<file path="src/rtl/i2cm_pkg.sv">
// Package: command codes, sequencer state and result types for the I2C bit-level master.
package i2cm_pkg;

    localparam int TPU_W = 10;
    localparam logic [TPU_W-1:0] TPU_RESET = TPU_W'(72);

    localparam logic [2:0] CMD_NONE  = 3'd0;
    localparam logic [2:0] CMD_START = 3'd1;
    localparam logic [2:0] CMD_STOP  = 3'd2;
    localparam logic [2:0] CMD_WRITE = 3'd3;
    localparam logic [2:0] CMD_READ  = 3'd4;

    typedef struct packed {
        logic [2:0]       active_command;
        logic [3:0]       bit_index;
        logic [2:0]       segment_index;
        logic [2:0]       unit_counter;
        logic [TPU_W-1:0] prescale_counter;
        logic [7:0]       shift_register;
        logic             ack_flag;
        logic             scl_level;
        logic             sda_level;
        logic             ack_choice;
        logic [7:0]       last_read;
    } seq_state_t;

    localparam seq_state_t SEQ_STATE_RESET = '{
        active_command:   CMD_NONE,
        bit_index:        4'd0,
        segment_index:    3'd0,
        unit_counter:     3'd0,
        prescale_counter: '0,
        shift_register:   8'd0,
        ack_flag:         1'b0,
        scl_level:        1'b1,
        sda_level:        1'b1,
        ack_choice:       1'b0,
        last_read:        8'd0
    };

    typedef struct packed {
        logic       scl_release;
        logic       sda_release;
        logic       busy_res;
        logic       done_res;
        logic [7:0] read_byte;
        logic       ack_seen;
    } seq_result_t;

endpackage

</file>
<file path="src/rtl/i2cm_if.sv">
// Interfaces: command input channel, result output channel and configuration write channel.
interface i2cm_req_if;
    logic       valid;
    logic       ready;
    logic [2:0] command;
    logic [7:0] data_byte;
    logic       send_ack;
    logic       sda_in;

    modport source (output valid, command, data_byte, send_ack, sda_in, input ready);
    modport sink (input valid, command, data_byte, send_ack, sda_in, output ready);
endinterface

interface i2cm_rsp_if;
    logic       valid;
    logic       ready;
    logic       scl_release;
    logic       sda_release;
    logic       busy_res;
    logic       done_res;
    logic [7:0] read_byte;
    logic       ack_seen;

    modport source (output valid, scl_release, sda_release, busy_res, done_res, read_byte,
                    ack_seen, input ready);
    modport sink (input valid, scl_release, sda_release, busy_res, done_res, read_byte,
                  ack_seen, output ready);
endinterface

interface i2cm_cfg_if;
    logic       valid;
    logic       ready;
    logic [9:0] data;

    modport source (output valid, data, input ready);
    modport sink (input valid, data, output ready);
endinterface

</file>
<file path="src/rtl/i2cm_step.sv">
// Next-state and result logic for one tick of the I2C bit sequencer.
module i2cm_step
    import i2cm_pkg::*;
(
    input  seq_state_t       cur,
    input  logic [2:0]       command,
    input  logic [7:0]       data_byte,
    input  logic             send_ack,
    input  logic             sda_in,
    input  logic [TPU_W-1:0] ticks_per_unit,
    output seq_state_t       nxt,
    output seq_result_t      res
);

    seq_state_t       s;
    logic [TPU_W-1:0] tpu;
    logic [TPU_W:0]   pre_inc;
    logic [3:0]       unit_inc;
    logic [3:0]       seg_inc;
    logic [4:0]       bit_inc;
    logic [2:0]       units;
    logic [2:0]       seg_cnt;
    logic [3:0]       grp_cnt;
    logic             busy;
    logic             done;
    logic             grp_bits;
    logic             grp_read_bits;

    always_comb
    begin
        s = cur;
        busy = 1'b0;
        done = 1'b0;
        tpu = (ticks_per_unit == '0) ? TPU_W'(1) : ticks_per_unit;

        if (cur.active_command == CMD_NONE &&
            (command == CMD_START || command == CMD_STOP ||
             command == CMD_WRITE || command == CMD_READ))
        begin
            s.active_command = command;
            s.bit_index = 4'd0;
            s.segment_index = 3'd0;
            s.unit_counter = 3'd0;
            s.prescale_counter = '0;
            if (command == CMD_WRITE)
            begin
                s.shift_register = data_byte;
            end
            if (command == CMD_READ)
            begin
                s.shift_register = 8'd0;
                s.ack_choice = send_ack;
            end
        end

        grp_bits = (s.bit_index < 4'd8);
        grp_read_bits = (s.bit_index != 4'd0) && (s.bit_index <= 4'd8);

        case (s.active_command)
            CMD_WRITE:
            begin
                grp_cnt = 4'd9;
                seg_cnt = grp_bits ? 3'd3 : 3'd4;
                if (grp_bits)
                begin
                    case (s.segment_index)
                        3'd0:    units = 3'd3;
                        3'd1:    units = 3'd5;
                        default: units = 3'd2;
                    endcase
                end
                else
                begin
                    case (s.segment_index)
                        3'd0, 3'd1: units = 3'd3;
                        3'd2:       units = 3'd2;
                        default:    units = 3'd5;
                    endcase
                end
            end
            CMD_READ:
            begin
                grp_cnt = 4'd10;
                seg_cnt = (s.bit_index == 4'd0) ? 3'd1 : 3'd3;
                if (s.bit_index == 4'd0)
                begin
                    units = 3'd3;
                end
                else if (grp_read_bits)
                begin
                    case (s.segment_index)
                        3'd0:    units = 3'd3;
                        3'd1:    units = 3'd2;
                        default: units = 3'd5;
                    endcase
                end
                else
                begin
                    units = (s.segment_index == 3'd0) ? 3'd3 : 3'd5;
                end
            end
            CMD_START:
            begin
                grp_cnt = 4'd1;
                seg_cnt = 3'd4;
                units = 3'd3;
            end
            default:
            begin
                grp_cnt = 4'd1;
                seg_cnt = 3'd3;
                units = 3'd3;
            end
        endcase

        pre_inc = {1'b0, s.prescale_counter} + (TPU_W+1)'(1);
        unit_inc = {1'b0, s.unit_counter} + 4'd1;
        seg_inc = {1'b0, s.segment_index} + 4'd1;
        bit_inc = {1'b0, s.bit_index} + 5'd1;

        if (s.active_command != CMD_NONE)
        begin
            busy = 1'b1;
            if (s.prescale_counter == '0 && s.unit_counter == 3'd0)
            begin
                case (s.active_command)
                    CMD_START:
                    begin
                        case (s.segment_index)
                            3'd0:    s.scl_level = 1'b1;
                            3'd1:    s.sda_level = 1'b1;
                            3'd2:    s.sda_level = 1'b0;
                            default: s.scl_level = 1'b0;
                        endcase
                    end
                    CMD_STOP:
                    begin
                        case (s.segment_index)
                            3'd0:    s.sda_level = 1'b0;
                            3'd1:    s.scl_level = 1'b1;
                            default: s.sda_level = 1'b1;
                        endcase
                    end
                    CMD_WRITE:
                    begin
                        if (grp_bits)
                        begin
                            case (s.segment_index)
                                3'd0:    s.sda_level = s.shift_register[3'd7 - s.bit_index[2:0]];
                                3'd1:    s.scl_level = 1'b1;
                                default: s.scl_level = 1'b0;
                            endcase
                        end
                        else
                        begin
                            case (s.segment_index)
                                3'd0:    s.sda_level = 1'b1;
                                3'd1:    s.scl_level = 1'b1;
                                3'd2:    s.ack_flag = ~sda_in;
                                default: s.scl_level = 1'b0;
                            endcase
                        end
                    end
                    default:
                    begin
                        if (s.bit_index == 4'd0)
                        begin
                            s.sda_level = 1'b1;
                        end
                        else if (grp_read_bits)
                        begin
                            case (s.segment_index)
                                3'd0:
                                begin
                                    s.shift_register = {s.shift_register[6:0], 1'b0};
                                    s.scl_level = 1'b1;
                                end
                                3'd1:    s.shift_register[0] = s.shift_register[0] | sda_in;
                                default: s.scl_level = 1'b0;
                            endcase
                        end
                        else
                        begin
                            case (s.segment_index)
                                3'd0:    s.sda_level = ~s.ack_choice;
                                3'd1:    s.scl_level = 1'b1;
                                default: s.scl_level = 1'b0;
                            endcase
                        end
                    end
                endcase
            end

            s.prescale_counter = pre_inc[TPU_W-1:0];
            if (pre_inc >= {1'b0, tpu})
            begin
                s.prescale_counter = '0;
                s.unit_counter = unit_inc[2:0];
                if (unit_inc >= {1'b0, units})
                begin
                    s.unit_counter = 3'd0;
                    s.segment_index = seg_inc[2:0];
                    if (seg_inc >= {1'b0, seg_cnt})
                    begin
                        s.segment_index = 3'd0;
                        s.bit_index = bit_inc[3:0];
                        if (bit_inc >= {1'b0, grp_cnt})
                        begin
                            s.bit_index = 4'd0;
                            done = 1'b1;
                            if (s.active_command == CMD_READ)
                            begin
                                s.last_read = s.shift_register;
                            end
                            s.active_command = CMD_NONE;
                        end
                    end
                end
            end
        end

        nxt = s;
        res.scl_release = s.scl_level;
        res.sda_release = s.sda_level;
        res.busy_res = busy;
        res.done_res = done;
        res.read_byte = s.last_read;
        res.ack_seen = s.ack_flag;
    end

endmodule

</file>
<file path="src/rtl/i2c_bit_level_master.sv">
// Top level: I2C bit-level master with sequencer state, result register and configuration.
// One item is one tick of the bit timer: the block takes an item in every cycle and
// returns its result in the next cycle from a single result register, so the sustained
// rate is one item per cycle whenever the result side keeps taking. A stalled result
// holds the input side until it is taken. Each timing segment spans 3, 5 or 2 units of
// ticks_per_unit items (a value of zero counts as one); commands arriving while a
// sequence runs are dropped. The configuration write is always ready.
module i2c_bit_level_master
    import i2cm_pkg::*;
(
    input logic         clk,
    input logic         rst_n,
    i2cm_req_if.sink    req,
    i2cm_rsp_if.source  rsp,
    i2cm_cfg_if.sink    cfg
);

    seq_state_t       state_reg;
    seq_state_t       state_next;
    seq_result_t      rsp_reg;
    seq_result_t      rsp_next;
    logic             rsp_valid_reg;
    logic [TPU_W-1:0] tpu_reg;
    logic             accept;

    assign req.ready = ~rsp_valid_reg | rsp.ready;
    assign accept = req.valid & req.ready;
    assign cfg.ready = 1'b1;

    i2cm_step u_step (
        .cur            (state_reg),
        .command        (req.command),
        .data_byte      (req.data_byte),
        .send_ack       (req.send_ack),
        .sda_in         (req.sda_in),
        .ticks_per_unit (tpu_reg),
        .nxt            (state_next),
        .res            (rsp_next)
    );

    always_ff @(posedge clk or negedge rst_n)
    begin
        if (!rst_n)
        begin
            state_reg <= SEQ_STATE_RESET;
            rsp_valid_reg <= 1'b0;
            tpu_reg <= TPU_RESET;
        end
        else
        begin
            if (cfg.valid)
            begin
                tpu_reg <= cfg.data;
            end
            if (accept)
            begin
                state_reg <= state_next;
                rsp_valid_reg <= 1'b1;
            end
            else if (rsp.ready)
            begin
                rsp_valid_reg <= 1'b0;
            end
        end
    end

    always_ff @(posedge clk)
    begin
        if (accept)
        begin
            rsp_reg <= rsp_next;
        end
    end

    assign rsp.valid = rsp_valid_reg;
    assign rsp.scl_release = rsp_reg.scl_release;
    assign rsp.sda_release = rsp_reg.sda_release;
    assign rsp.busy_res = rsp_reg.busy_res;
    assign rsp.done_res = rsp_reg.done_res;
    assign rsp.read_byte = rsp_reg.read_byte;
    assign rsp.ack_seen = rsp_reg.ack_seen;

`ifndef ASSERT_OFF
    a_done_busy: assert property (@(posedge clk) disable iff (!rst_n)
        (rsp_valid_reg && rsp_reg.done_res) |-> rsp_reg.busy_res)
        else $error("done without busy");

    a_idle_clean: assert property (@(posedge clk) disable iff (!rst_n)
        (state_reg.active_command == CMD_NONE) |->
        (state_reg.bit_index == 4'd0 && state_reg.segment_index == 3'd0 &&
         state_reg.unit_counter == 3'd0 && state_reg.prescale_counter == '0))
        else $error("idle sequencer with stale counters");

    a_stall_hold: assert property (@(posedge clk) disable iff (!rst_n)
        (rsp_valid_reg && !rsp.ready) |=> $stable(state_reg))
        else $error("sequencer advanced while result stalled");
`endif

endmodule
</file>
<file path="src/flat_wrapper.sv">
// flat-port wrapper written by rule: the top's interface ports become plain ports
module i2c_bit_level_master_flat import i2cm_pkg::*;
  (clk, rst_n, req_valid, req_command, req_data_byte, req_send_ack, req_sda_in, req_ready, rsp_valid, rsp_scl_release, rsp_sda_release, rsp_busy_res, rsp_done_res, rsp_read_byte, rsp_ack_seen, rsp_ready, cfg_valid, cfg_data, cfg_ready);
  i2cm_req_if req_i ();
  i2cm_rsp_if rsp_i ();
  i2cm_cfg_if cfg_i ();
  input logic clk;
  input logic rst_n;
  input wire logic [$bits(req_i.valid)-1:0] req_valid;
  input wire logic [$bits(req_i.command)-1:0] req_command;
  input wire logic [$bits(req_i.data_byte)-1:0] req_data_byte;
  input wire logic [$bits(req_i.send_ack)-1:0] req_send_ack;
  input wire logic [$bits(req_i.sda_in)-1:0] req_sda_in;
  output wire logic [$bits(req_i.ready)-1:0] req_ready;
  output wire logic [$bits(rsp_i.valid)-1:0] rsp_valid;
  output wire logic [$bits(rsp_i.scl_release)-1:0] rsp_scl_release;
  output wire logic [$bits(rsp_i.sda_release)-1:0] rsp_sda_release;
  output wire logic [$bits(rsp_i.busy_res)-1:0] rsp_busy_res;
  output wire logic [$bits(rsp_i.done_res)-1:0] rsp_done_res;
  output wire logic [$bits(rsp_i.read_byte)-1:0] rsp_read_byte;
  output wire logic [$bits(rsp_i.ack_seen)-1:0] rsp_ack_seen;
  input wire logic [$bits(rsp_i.ready)-1:0] rsp_ready;
  input wire logic [$bits(cfg_i.valid)-1:0] cfg_valid;
  input wire logic [$bits(cfg_i.data)-1:0] cfg_data;
  output wire logic [$bits(cfg_i.ready)-1:0] cfg_ready;
  assign req_i.valid = req_valid;
  assign req_i.command = req_command;
  assign req_i.data_byte = req_data_byte;
  assign req_i.send_ack = req_send_ack;
  assign req_i.sda_in = req_sda_in;
  assign req_ready = req_i.ready;
  assign rsp_valid = rsp_i.valid;
  assign rsp_scl_release = rsp_i.scl_release;
  assign rsp_sda_release = rsp_i.sda_release;
  assign rsp_busy_res = rsp_i.busy_res;
  assign rsp_done_res = rsp_i.done_res;
  assign rsp_read_byte = rsp_i.read_byte;
  assign rsp_ack_seen = rsp_i.ack_seen;
  assign rsp_i.ready = rsp_ready;
  assign cfg_i.valid = cfg_valid;
  assign cfg_i.data = cfg_data;
  assign cfg_ready = cfg_i.ready;
  i2c_bit_level_master u_core (.clk(clk), .rst_n(rst_n), .req(req_i), .rsp(rsp_i), .cfg(cfg_i));
endmodule
</file>
<file path="config.mk">
export PLATFORM = sky130hd
export DESIGN_NAME = i2c_bit_level_master_flat
export DESIGN_NICKNAME = d
export VERILOG_FILES = /design/src/rtl/i2cm_pkg.sv /design/src/rtl/i2cm_if.sv /design/src/rtl/i2cm_step.sv /design/src/rtl/i2c_bit_level_master.sv /design/src/flat_wrapper.sv
export SDC_FILE = /design/constraint.sdc
export NUM_CORES = 1
export LEC_CHECK = 0
export ABC_CLOCK_PERIOD_IN_PS = 6300
export BUFFER_PORTS_ARGS = -buffer_cell sky130_fd_sc_hd__buf_2
export CAP_MARGIN = 20
export CORE_MARGIN = 1
export CORE_UTILIZATION = 45
export CTS_BUF_LIST = sky130_fd_sc_hd__clkbuf_4 sky130_fd_sc_hd__clkbuf_8
export DETAILED_ROUTE_END_ITERATION = 8
export PLACE_DENSITY = 0.71
export SLEW_MARGIN = 10
export SYNTH_ARGS = -nofsm -noshare
export SYNTH_HDL_FRONTEND = slang
export SYNTH_HIERARCHICAL = 1
export SYNTH_SLANG_ARGS = --single-unit
export TNS_END_PERCENT = 100
</file>
<file path="constraint.sdc">
create_clock -name clk -period 6.3 [get_ports clk]
set_input_delay 0.63 -clock clk [delete_from_list [all_inputs] [get_ports clk]]
set_output_delay 0.63 -clock clk [all_outputs]
set_load 0.1 [all_outputs]
</file>
# After elaboration in Yosys (flattened, before gate mapping)
# Cells that the tools add are included.
[totals] ff_bits=67 input_bits=28
[op_classes] add_sub_neg=5 n_lt_le_gt_ge=7 n_eq_ne=10 mux=60 n_bitwise=6 reduce_logical=20
[ops] op="$mux 8" n=11
[ops] op="$mux 34" n=1
[ops] op="$mux 31" n=1
[ops] op="$pmux 3 s2" n=4
[ops] op="$mux 23" n=1
[ops] op="$logic_not 10->1" n=2
[ops] op="$mux 10" n=2
[ops] op="$mux 1" n=18
[ops] op="$eq 3x2->1 const B" n=5
[ops] op="$mux 3" n=5
[ops] op="$mux 7" n=2
[ops] op="$pmux 1 s2" n=7
[ops] op="$mux 13" n=1
[ops] op="$add 10x1->11 const B" n=1
[ops] op="$ge 11x10->1" n=1
[ops] op="$mux 11" n=1
[ops] op="$eq 3x1->1 const B" n=3
[ops] op="$logic_not 3->1" n=3
[ops] op="$pmux 3 s3" n=1
[ops] op="$add 3x1->4 const B" n=2
[ops] op="$ge 4x3->1" n=2
[ops] op="$pmux 4 s2" n=1
[ops] op="$eq 3x3->1 const B" n=2
[ops] op="$pmux 2 s3" n=1
[ops] op="20 further kinds" n=30

# Longest topological paths before layout
# Gate-level depths: netlist of run 1.
[depth] ltp_word=19 mapped_depth=23 mapped_depth_nobuf=18

# By module
# Netlist of run 1, hierarchy kept.
[modules_own_cells] module="i2cm_step" n_inst=1 cells_each=397 area_each_um2=2603.7 seq_area_each_um2=0.0
[modules_own_cells] module="i2c_bit_level_master" n_inst=1 cells_each=131 area_each_um2=2586.2 seq_area_each_um2=1746.7

# Least setup slack after synthesis of run 1
# OpenSTA, ideal clock, no wires.
[synth_timing] kind="input to register" from="input req_command[2]" to="register u_core/state_reg[1] in the netlist's numbering" setup_time_ps=125 t_arrival_ps=4845 t_required_ps=6175 path_slack_ps=1330 stages=22 path_cell_list="clkbuf_1 -> nor3_2 -> or3_1 -> buf_2 -> buf_1 -> nand2_1 -> inv_1 -> ha_1 -> clkbuf_1 -> nand2_1 -> nor2_1 -> a21oi_1 -> a211o_1 -> ha_1 -> nand2b_1 -> a21o_1 -> a21oi_1 -> a22o_1 -> nor2_1 -> nand3_4 -> mux2_2 -> mux2_4"
[synth_rtl] element="start, declared" line_no="flat_wrapper.sv:10" rtl="input wire logic [$bits(req_i.command)-1:0] req_command;"
[synth_rtl] element="end signal, assigned" line_no="i2c_bit_level_master.sv:57" rtl="state_reg <= state_next;"
[synth_rtl] element="end, declared" line_no="i2c_bit_level_master.sv:18" rtl="seq_state_t state_reg;"

==> metrics, run 1 <==
status=complete, no violations; gr usage total=0.2099; clock skew=between 10 and 15 ps; Max-slew headroom=0.3961; actual slew at the worst max-slew pin=897.6 ps; Synth area leaders=dfrtp_1 (24%), mux2_4 (11%), edfxtp_1 (7.5%), ha_1 (7.0%), mux2_2 (5.0%); Sw Share=0.4015; WL/cell=16.86 µm; hold-fix buffers at CTS=0; Psw=around 0.7 mW; setup violators final=0; Yosys reg bits=67; largest net degree at the start of global routing=55; share of the synthesized area in the top cell type=0.2411; sequential area share after synthesis=0.3365; TritonCTS Buffers=9; LEAKAGE=2.675 nW; TritonCTS clock tree=done; die area=between 0.01 and 0.015 mm²; post-synth top area cell=dfrtp_1; final hold viol count=0; # IOs=44; # Max-Cap Violations=0; antenna violations before repair=0; row count=38; CP max FO=20; clk slew on worst S/H paths=80 ps; Critical Path AT=5700 ps; Detailed Route Iter0 Violations=~300; Final Critical Period=5451 ps; clk sinks=67; PD cells=between 300 and 400 mW/mm²; Port Buffers=42; Crit path max-delay family=simple AND/OR/NAND/NOR gates; ANT nets after route=0; most frequent cells after synthesis=nor2_1 (54), dfrtp_1 (50), o21ai_0 (41); postcts setup bufs=0; dominant synthesized flop cell=dfrtp_1; Worst R2R End=u_core/state_reg[5]; clk buf depth=2; first-pass GRT wire length=19.19 mm; placer congestion estimate=a little under 0.9; Die Ht=about 110 µm; total vias in the final route=3948; met3 GRT Util=0.05453; total grt overflow=0; Seq pwr share=0.354; R2R depth=18; Final Slew Violations=0; Logic pwr share=0.437; setup slack, reg-to-reg=between 800 and 900 ps; worst hold path class=in -> async; vias in the first global route=approximately 3900; Critical Path Source Type=flop; Largest register FFs=43; Die Wd=between 100 and 150 µm; post-DP HPWL=8.422 mm; final wirelength=11.68 mm; area added between synthesis and finish=7.329%; met2 usage=0.3482; Setup TNS Final=0 ps; nets=a little over 600; CP max-delay cell=o41ai_1; Clock power frac=0.209; antenna cell count=0; Clock Latency Late Sink=370 ps; share of layout cells above drive strength 1=0.2658; clock root cell=clkbuf_8; Post-CTS Resized=0; DRC violations left=0; CP Cell Sequence=or3_1 -> or3_1 -> nand2_1 -> ha_1 -> inv_1 -> o41ai_1 -> a21oi_2 -> a21oi_1 -> a211o_1 -> ha_1 -> nand2b_1 -> a21o_1 -> a21oi_1 -> a22o_1 -> nor2_1 -> nand3_4 -> mux2_2 -> mux2_4; RSZ-0062 raised after global routing=no; met1 global-route usage=0.2673; Crit path required time=6550 ps; Synth warnings=6; EDFF count, synth=13; mean post-synth cell area=9.830 µm²; Slowest Stage Delay on Critical Path=760 ps; hold_ws=403.8 ps; Fmax=183.5 MHz; Int Pwr=~1.0 mW; r2r startpoint=u_core/state_reg[40]; ys async rst share=0.8060; crit path kind=reg -> reg; H-tree levels=3; core area=0.01103 mm²; Crit path buffers/inverters=1; syn_nets=585; dominant cell by count in the synthesized netlist=nor2_1; Mapped Area=between 0.005 and 0.006 mm²; synth unique cells=69; CP endpoint kind=flop; initial core utilization=0.4705; router iterations before antenna repair=5; Tcrit/Tclk final=0.8652; post-DR vias/cell=5.697; most crowded layer after global routing=met2; Cells after Synth=528; Max rail drop VDD=0.0002147 V; Inst Count DP=677; non-filler instance count after layout=about 700
## placed cells by master (no fill, tap or decap), types with 13 or more instances in the layout
master,n
nand3_1,14
ha_1,29
buf_2,42
edfxtp_1,13
mux2_2,23
mux2_4,39
dfrtp_1,50
nand2_1,32
nor2_1,54
a21oi_1,20
mux2i_1,21
o21ai_0,41
inv_1,26
## worst register-to-register path, delay by kind of cell, from the launching register on
kind | cells | cell delay, ps
and+or+nand+nor | 6 | 1970
AOI/OAI and AO/OA | 7 | 1770
muxes | 2 | 640
DFF | 1 | 490
adders and majority gates | 2 | 430
buffers and inverters | 1 | 50
## power groups by stage
stage,Sequential [mW],Clock (mW),Combinational (mW)
final,0.614,0.363,0.759
after global routing,0.628,0.395,0.834
after CTS,0.614,0.377,0.756
after detailed placement,0.622,0,0.753
after floorplan,0.638,0,0.589
after global placement,0.620,0,0.736
## layer usage
layer  vias up  share of wire
met1      1903           0.47
met3        17          0.049
met5         -              0
met2       102           0.47
met4         0          0.014
li1       1926              -
## cells by family (layout without fill, tap and decap cells)
kind of cell	Yosys count	after routing	share of synthesized area
DFF	67	67	0.3365
AOI/OAI and AO/OA	116	116	0.1555
buffers and inverters	64	89	0.06485
and+or+nand+nor	156	156	0.1490
xor gates and xnor gates	12	12	0.02025
muxes	83	83	0.2032
other	1	1	0.0007225
adders and majority gates	29	29	0.06991
## final cells by class
cell class	count	area [µm²]
Fill cell	1019	5460
Clock buffer	9	123.9
Clock inverter	7	76.32
Sequential cell	67	1747
Tap cell	140	175.2
Inverter	27	101.3
Multi-Input combinational cell	397	3107
Timing Repair Buffer	46	240.2
## stage by stage
| step | setup WS (ps) | total power [mW] | util | instance area (µm²) |
|---|---|---|---|---|
| 2_1_floorplan | 1330 | 1.227 | - | 5190 |
| 3_3_place_gp | 996.3 | 1.356 | 0.4868 | 5370 |
| 3_5_place_dp | 815.1 | 1.375 | 0.4868 | 5370 |
| 4_1_cts | 855.5 | 1.748 | 0.5050 | 5570 |
| 5_1_grt | 512.8 | 1.857 | 0.5050 | 5570 |
| 6_report | 849.1 | 1.737 | 0.5050 | 5570 |
## worst max path at each step
stage          slack (ps)             endpoint                 start  depth (start not counted)
2_1_floorplan        1330  u_core/state_reg[1]        req_command[2]                         22
3_3_place_gp         1000  u_core/state_reg[1]        req_command[0]                         19
3_5_place_dp          820  u_core/state_reg[5]        req_command[1]                         19
4_1_cts               860  u_core/state_reg[5]  u_core/state_reg[40]                         18
5_1_grt               510  u_core/state_reg[4]  u_core/state_reg[41]                         18
6_report              850  u_core/state_reg[5]  u_core/state_reg[40]                         18
Power figures use the tool's default switching activity.
==> inputs of run 2 (changes only) <==
--- a/config.mk
+++ b/config.mk
@@ -12,7 +12,7 @@
 export CORE_UTILIZATION = 45
 export CTS_BUF_LIST = sky130_fd_sc_hd__clkbuf_4 sky130_fd_sc_hd__clkbuf_8
 export DETAILED_ROUTE_END_ITERATION = 8
-export PLACE_DENSITY = 0.71
+export PLACE_DENSITY = 0.67
 export SLEW_MARGIN = 10
 export SYNTH_ARGS = -nofsm -noshare
 export SYNTH_HDL_FRONTEND = slang
==> run 2 against run 1 <==
Compared with the run above:
- combinational power about the same
- global-route usage increased by 0.20 points
- critical path depth unchanged
- final area about the same
- clock-buffer cell count unchanged
- clock skew about the same
- flip-flop and latch count unchanged
- power increased by 0.40%
- first-iteration DRC count decreased by 38%
- critical endpoint is now u_core/state_reg[2]
==> metrics, run 2 (synthesized netlist as in run 1, its figures left out) <==
Critical Path AT=5780 ps (+80 ps); crit path kind=reg -> reg; CP endpoint kind=flop; # Max-Cap Violations=0 (unchanged); initial core utilization=0.4705 (unchanged); share of layout cells above drive strength 1=0.2658 (unchanged); area of the multi-input gates=0.003107 mm² (unchanged); vias in the first global route=3824 (-0.75%); post-DP HPWL=8.350 mm (-0.85%); post-DR vias/cell=5.724 (+0.48%); largest net degree at the start of global routing=55 (unchanged); core area=0.01103 mm² (unchanged); Port Buffers=42 (unchanged); most frequent cells in the layout=nor2_1 (54), dfrtp_1 (50), buf_2 (42), o21ai_0 (41), mux2_4 (39); register area=0.001747 mm² (unchanged); final wirelength=11.79 mm (+0.87%); Crit path required time=6560 ps (about the same); H-tree levels=3 (unchanged); router iterations before antenna repair=4 (-1); clk sinks=67 (unchanged); Psw=0.7041 mW (+0.96%); Seq pwr share=0.352 (-0.002); Fmax=181.4 MHz (-1.1%); actual slew at the worst max-slew pin=848.8 ps (-48.85 ps); gr usage total=0.2119 (+0.001956); Int Pwr=1.040 mW (about the same); Die Ht=109.4 µm (unchanged); hold-fix buffers at CTS=0 (unchanged); TritonCTS clock tree=done; final core occ=0.5048 (about the same); area added between synthesis and finish=7.281% (about the same); TritonCTS Buffers=9 (unchanged); Die Wd=109.4 µm (unchanged); Critical Path Source Type=flop; Clock power frac=0.213 (+0.004); antenna cell count=0 (unchanged); clk buf depth=2 (unchanged); CP max FO=20 (unchanged); antenna violations before repair=0 (unchanged); worst hold path class=in -> async; most common library cell in the layout ignoring fill and taps=nor2_1; PD cells=313.2 mW/mm² (+0.45%); Final Critical Period=5513 ps (+61.64 ps); nets=605 (unchanged); Clock Latency Late Sink=370 ps (about the same); DRC violations left=0 (unchanged); Max rail drop VDD=0.0001686 V (-21%); status=complete, no violations; clk slew on worst S/H paths=80 ps (about the same); row count=38 (unchanged); WL/cell=17.01 µm (+0.87%); Detailed Route Iter0 Violations=184 (-38%); total vias in the final route=3967 (+0.48%); Max-slew headroom=0.4267 (+0.03068); Tcrit/Tclk final=0.8750 (+0.009785); total grt overflow=0 (unchanged); Largest register FFs=43 (unchanged); Logic pwr share=0.435 (-0.002); first-pass GRT wire length=19.24 mm (+0.26%); final hold viol count=0 (unchanged); RSZ-0062 raised after global routing=no; Fillers=998 (-2.1%); Setup TNS Final=0 ps (unchanged); Final Slew Violations=0 (unchanged); clock skew=13.44 ps (-0.3507 ps); clock root cell=clkbuf_8; postcts setup bufs=0 (unchanged); setup violators final=0 (unchanged); LEAKAGE=2.679 nW (+0.16%); Sw Share=0.4038 (+0.002221); # IOs=44 (unchanged); die area=0.01197 mm² (unchanged); Post-CTS Resized=0 (unchanged); ANT nets after route=0 (unchanged); placer congestion estimate=0.9203 (+6.3%)
## run 2: changes by cell type in the layout (fill, tap and decap cells not counted), sizes merged
| cell | change |
|---|---|
| inv | +1 |
| clkinvlp | -1 |
## run 2: final timing paths
check / slack, ps / startpoint / to / cells past startpoint
setup / recovery: 790 / u_core/state_reg[40] / u_core/state_reg[2] / 18
hold / removal: 380 / rst_n / u_core/state_reg[42] / 2
setup reg to reg: 790 / u_core/state_reg[40] / u_core/state_reg[2] / 18
hold reg to reg: 510 / u_core/tpu_reg[5] / u_core/tpu_reg[5] / 1
max in group asynchronous: 5430 / rst_n / u_core/state_reg[30] / 2
min in group clk: 480 / cfg_data[0] / u_core/tpu_reg[0] / 2
## run 2: power by group through the flow
stage	Combinational, mW	Clock, mW	Sequential [mW]
2_1_floorplan	0.589	0	0.638
3_3_place_gp	0.739	0	0.618
3_5_place_dp	0.756	0	0.621
4_1_cts	0.759	0.384	0.614
5_1_grt	0.843	0.400	0.630
6_report	0.758	0.371	0.614
## run 2: layout make-up
type	instances	share of cell area
Clock buffer	9	0.02225
Sequential cell	67	0.3137
Clock inverter	7	0.01326
Timing Repair Buffer	46	0.04315
Tap cell	140	0.03146
Inverter	27	0.01820
Multi-Input combinational cell	397	0.5580
## run 2: critical path, cell delays in order (launching register included)
cell and delay, ps:
dfrtp_1 490, or3_1 560, or3_1 690, nand2_1 300, ha_1 220, inv_1 50
o41ai_1 790, a21oi_2 150, a21oi_1 170, a211o_1 120, ha_1 210, nand2b_1 140
a21o_1 170, a21oi_1 220, a22o_1 200, nor2_1 90, nand3_4 180, mux2_2 380
mux2_4 270
## run 2: per-stage QoR
step / hold WS [ps] / instances / setup WS, ps / power [mW] / instance area (µm²)
5_1_grt: 457.3 / 693 / 371.4 / 1.873 / 5568
4_1_cts: 413.0 / 693 / 835.3 / 1.757 / 5568
3_5_place_dp: 493.7 / 677 / 778.1 / 1.377 / 5370
2_1_floorplan: 334.4 / 528 / 1330 / 1.227 / 5190
3_3_place_gp: 485.6 / 677 / 962.6 / 1.357 / 5370
6_report: 384.3 / 693 / 787.5 / 1.744 / 5568
## run 2: per-layer routing
metal  global-route usage  share of wire  up-vias
met5                    0              0        -
met4               0.1057          0.023        0
met3              0.03320          0.053       18
met2               0.3365           0.46      126
met1               0.2798           0.47     1896
li1                     -              -     1927
==> inputs of run 3 (changes only) <==
--- a/config.mk
+++ b/config.mk
@@ -10,12 +10,10 @@
 export CAP_MARGIN = 20
 export CORE_MARGIN = 1
 export CORE_UTILIZATION = 45
-export CTS_BUF_LIST = sky130_fd_sc_hd__clkbuf_4 sky130_fd_sc_hd__clkbuf_8
 export DETAILED_ROUTE_END_ITERATION = 8
-export PLACE_DENSITY = 0.67
+export PLACE_DENSITY = 0.73
 export SLEW_MARGIN = 10
 export SYNTH_ARGS = -nofsm -noshare
 export SYNTH_HDL_FRONTEND = slang
 export SYNTH_HIERARCHICAL = 1
 export SYNTH_SLANG_ARGS = --single-unit
-export TNS_END_PERCENT = 100
==> run 3 against run 2 <==
Compared with the run above:
- via count rose by 0.50%
- first-iteration DRC count grew 34%
- power rose by 5.6%
- fmax up 0.25%
- clock-buffer cell count unchanged
- clock power is 24% higher
- register-to-register slack about the same
- combinational power up 0.9%
- flip-flop and latch count did not move
- sequential power hardly changed
- largest cell class unchanged
- largest power group unchanged
==> metrics, run 3 (synthesized netlist as in run 1, its figures left out) <==
status=complete, no violations; DRC violations left=0 (unchanged); clk sinks=67 (unchanged); clk buf depth=2 (unchanged); CP Cell Sequence=or3_1 -> or3_1 -> nand2_1 -> ha_1 -> inv_1 -> o41ai_1 -> a21oi_2 -> a21oi_1 -> a211o_1 -> ha_1 -> nand2b_1 -> a21o_1 -> a21oi_1 -> a22o_1 -> nor2_1 -> nand3_4 -> mux2_2 -> mux2_4; largest net degree at the start of global routing=55 (unchanged); final core occ=0.5112 (+0.006466); Clock Latency Late Sink=340 ps (-30 ps); Crit path required time=6530 ps (-30 ps); WL/cell=17.02 µm (about the same); initial core utilization=0.4705 (unchanged); clk slew on worst S/H paths=60 ps (-20 ps); router iterations before antenna repair=4 (unchanged); TritonCTS Buffers=9 (unchanged); CP endpoint kind=flop; # Max-Cap Violations=0 (unchanged); Max-slew headroom=0.3949 (-0.03185); setup violators final=0 (unchanged); LEAKAGE=2.697 nW (+0.67%); antenna violations before repair=0 (unchanged); TritonCTS clock tree=done; Fmax=181.9 MHz (+0.25%); Worst R2R End=u_core/state_reg[2]; Die Wd=109.4 µm (unchanged); final instance area=0.005639 mm² (+1.3%); first-pass GRT wire length=19.46 mm (+1.1%); Tcrit/Tclk final=0.8728 (-0.002222); H-tree levels=3 (unchanged); Post-CTS Resized=0 (unchanged); Critical Path AT=5730 ps (-50 ps); ANT nets after route=0 (unchanged); postcts setup bufs=0 (unchanged); final wirelength=11.78 mm (about the same); hold-fix buffers at CTS=0 (unchanged); Setup TNS Final=0 ps (unchanged); post-DP HPWL=8.387 mm (+0.44%); Max rail drop VDD=0.0002081 V (+23%); Die Ht=109.4 µm (unchanged); crit path kind=reg -> reg; die area=0.01197 mm² (unchanged); antenna cell count=0 (unchanged); total grt overflow=0 (unchanged); share of layout cells above drive strength 1=0.2663 (+0.0004816); area added between synthesis and finish=8.655%; core area=0.01103 mm² (unchanged); Port Buffers=42 (unchanged); r2r startpoint=u_core/state_reg[41]; Final Slew Violations=0 (unchanged); clock root cell=clkbuf_16; most frequent cells in the layout=nor2_1 (54), dfrtp_1 (50), buf_2 (42), o21ai_0 (41), mux2_4 (39); placer congestion estimate=0.8976 (-2.5%); vias in the first global route=3947 (+3.2%); R2R depth=18 (unchanged); total vias in the final route=3987 (+0.50%); post-placement setup slack=848.9 ps (+70.78 ps); most common library cell in the layout ignoring fill and taps=nor2_1; row count=38 (unchanged); clock skew=8.027 ps (-5.412 ps); final hold viol count=0 (unchanged); Placed Area=0.005370 mm² (unchanged); Slowest Stage Delay on Critical Path=830 ps (+40 ps); worst hold path class=in -> async; gr usage total=0.2132 (+0.001323); Largest register FFs=43 (unchanged); CP max FO=20 (unchanged); Detailed Route Iter0 Violations=247 (+34%); Worst Slack Setup Final=801.5 ps (+14.00 ps); PD cells=326.4 mW/mm² (+4.2%); CP max-delay cell=o41ai_1; Critical Path Source Type=flop; # IOs=44 (unchanged); setup slack, reg-to-reg=800 ps (about the same); post-DR vias/cell=5.762 (+0.65%); Final Critical Period=5499 ps (-14.00 ps); RSZ-0062 raised after global routing=no; nets=605 (unchanged); actual slew at the worst max-slew pin=895.9 ps (+47.16 ps)
[run 3: final cells by class]
| cell class | count | area (µm²) |
|---|---|---|
| fillers | 1023 | 5391 |
| multi-input cells | 397 | 3107 |
| flip-flops and latches | 67 | 1747 |
| repair buffers | 46 | 240.2 |
| clock buffers | 9 | 225.2 |
| well taps | 140 | 175.2 |
| inverters | 27 | 101.3 |
| clock inverters | 6 | 43.79 |
[run 3: worst max path at each step]
stage / from / end / slack, ps
floorplan: req_command[2] / u_core/state_reg[1] / 1330
global placement: req_command[0] / u_core/state_reg[1] / 1000
detailed placement: req_command[0] / u_core/state_reg[3] / 850
CTS: u_core/state_reg[41] / u_core/state_reg[3] / 880
global route: u_core/state_reg[41] / u_core/state_reg[3] / 500
finish: u_core/state_reg[41] / u_core/state_reg[2] / 800
[run 3: power breakdown]
part / total, mW / leakage [nW] / switching (mW) / internal (mW)
Clock: 0.460 / 0.120 / 0.196 / 0.263
Combinational: 0.765 / 1.76 / 0.435 / 0.330
Sequential: 0.617 / 0.814 / 0.0900 / 0.527
Total: 1.84 / 2.70 / 0.721 / 1.12
[run 3: metal layers]
metal / part of all wire / GRT usage / vias to the layer above
li1: - / - / 1931
met1: 0.45 / 0.2622 / 1936
met2: 0.48 / 0.3625 / 113
met3: 0.059 / 0.06283 / 7
met4: 0.0081 / 0.05810 / 0
met5: 0 / 0 / -
[run 3: through the flow]
| step | power [mW] | hold slack (ps) | instances |
|---|---|---|---|
| global route | 1.966 | 472.8 | 692 |
| CTS | 1.852 | 453.8 | 692 |
| global placement | 1.358 | 482.6 | 677 |
| floorplan | 1.227 | 334.4 | 528 |
| finish | 1.841 | 412.1 | 692 |
| detailed placement | 1.383 | 488.0 | 677 |
[run 3: critical path, delay by kind of cell, from the launching register on]
kind,cells,cell delay (ps)
multiplexers,2,630
adder cells (fa/ha/maj),2,430
flip-flops,1,510
AO/OA/AOI/OAI,7,1850
AND/OR/NAND/NOR,6,1930
buffers and inverters,1,50
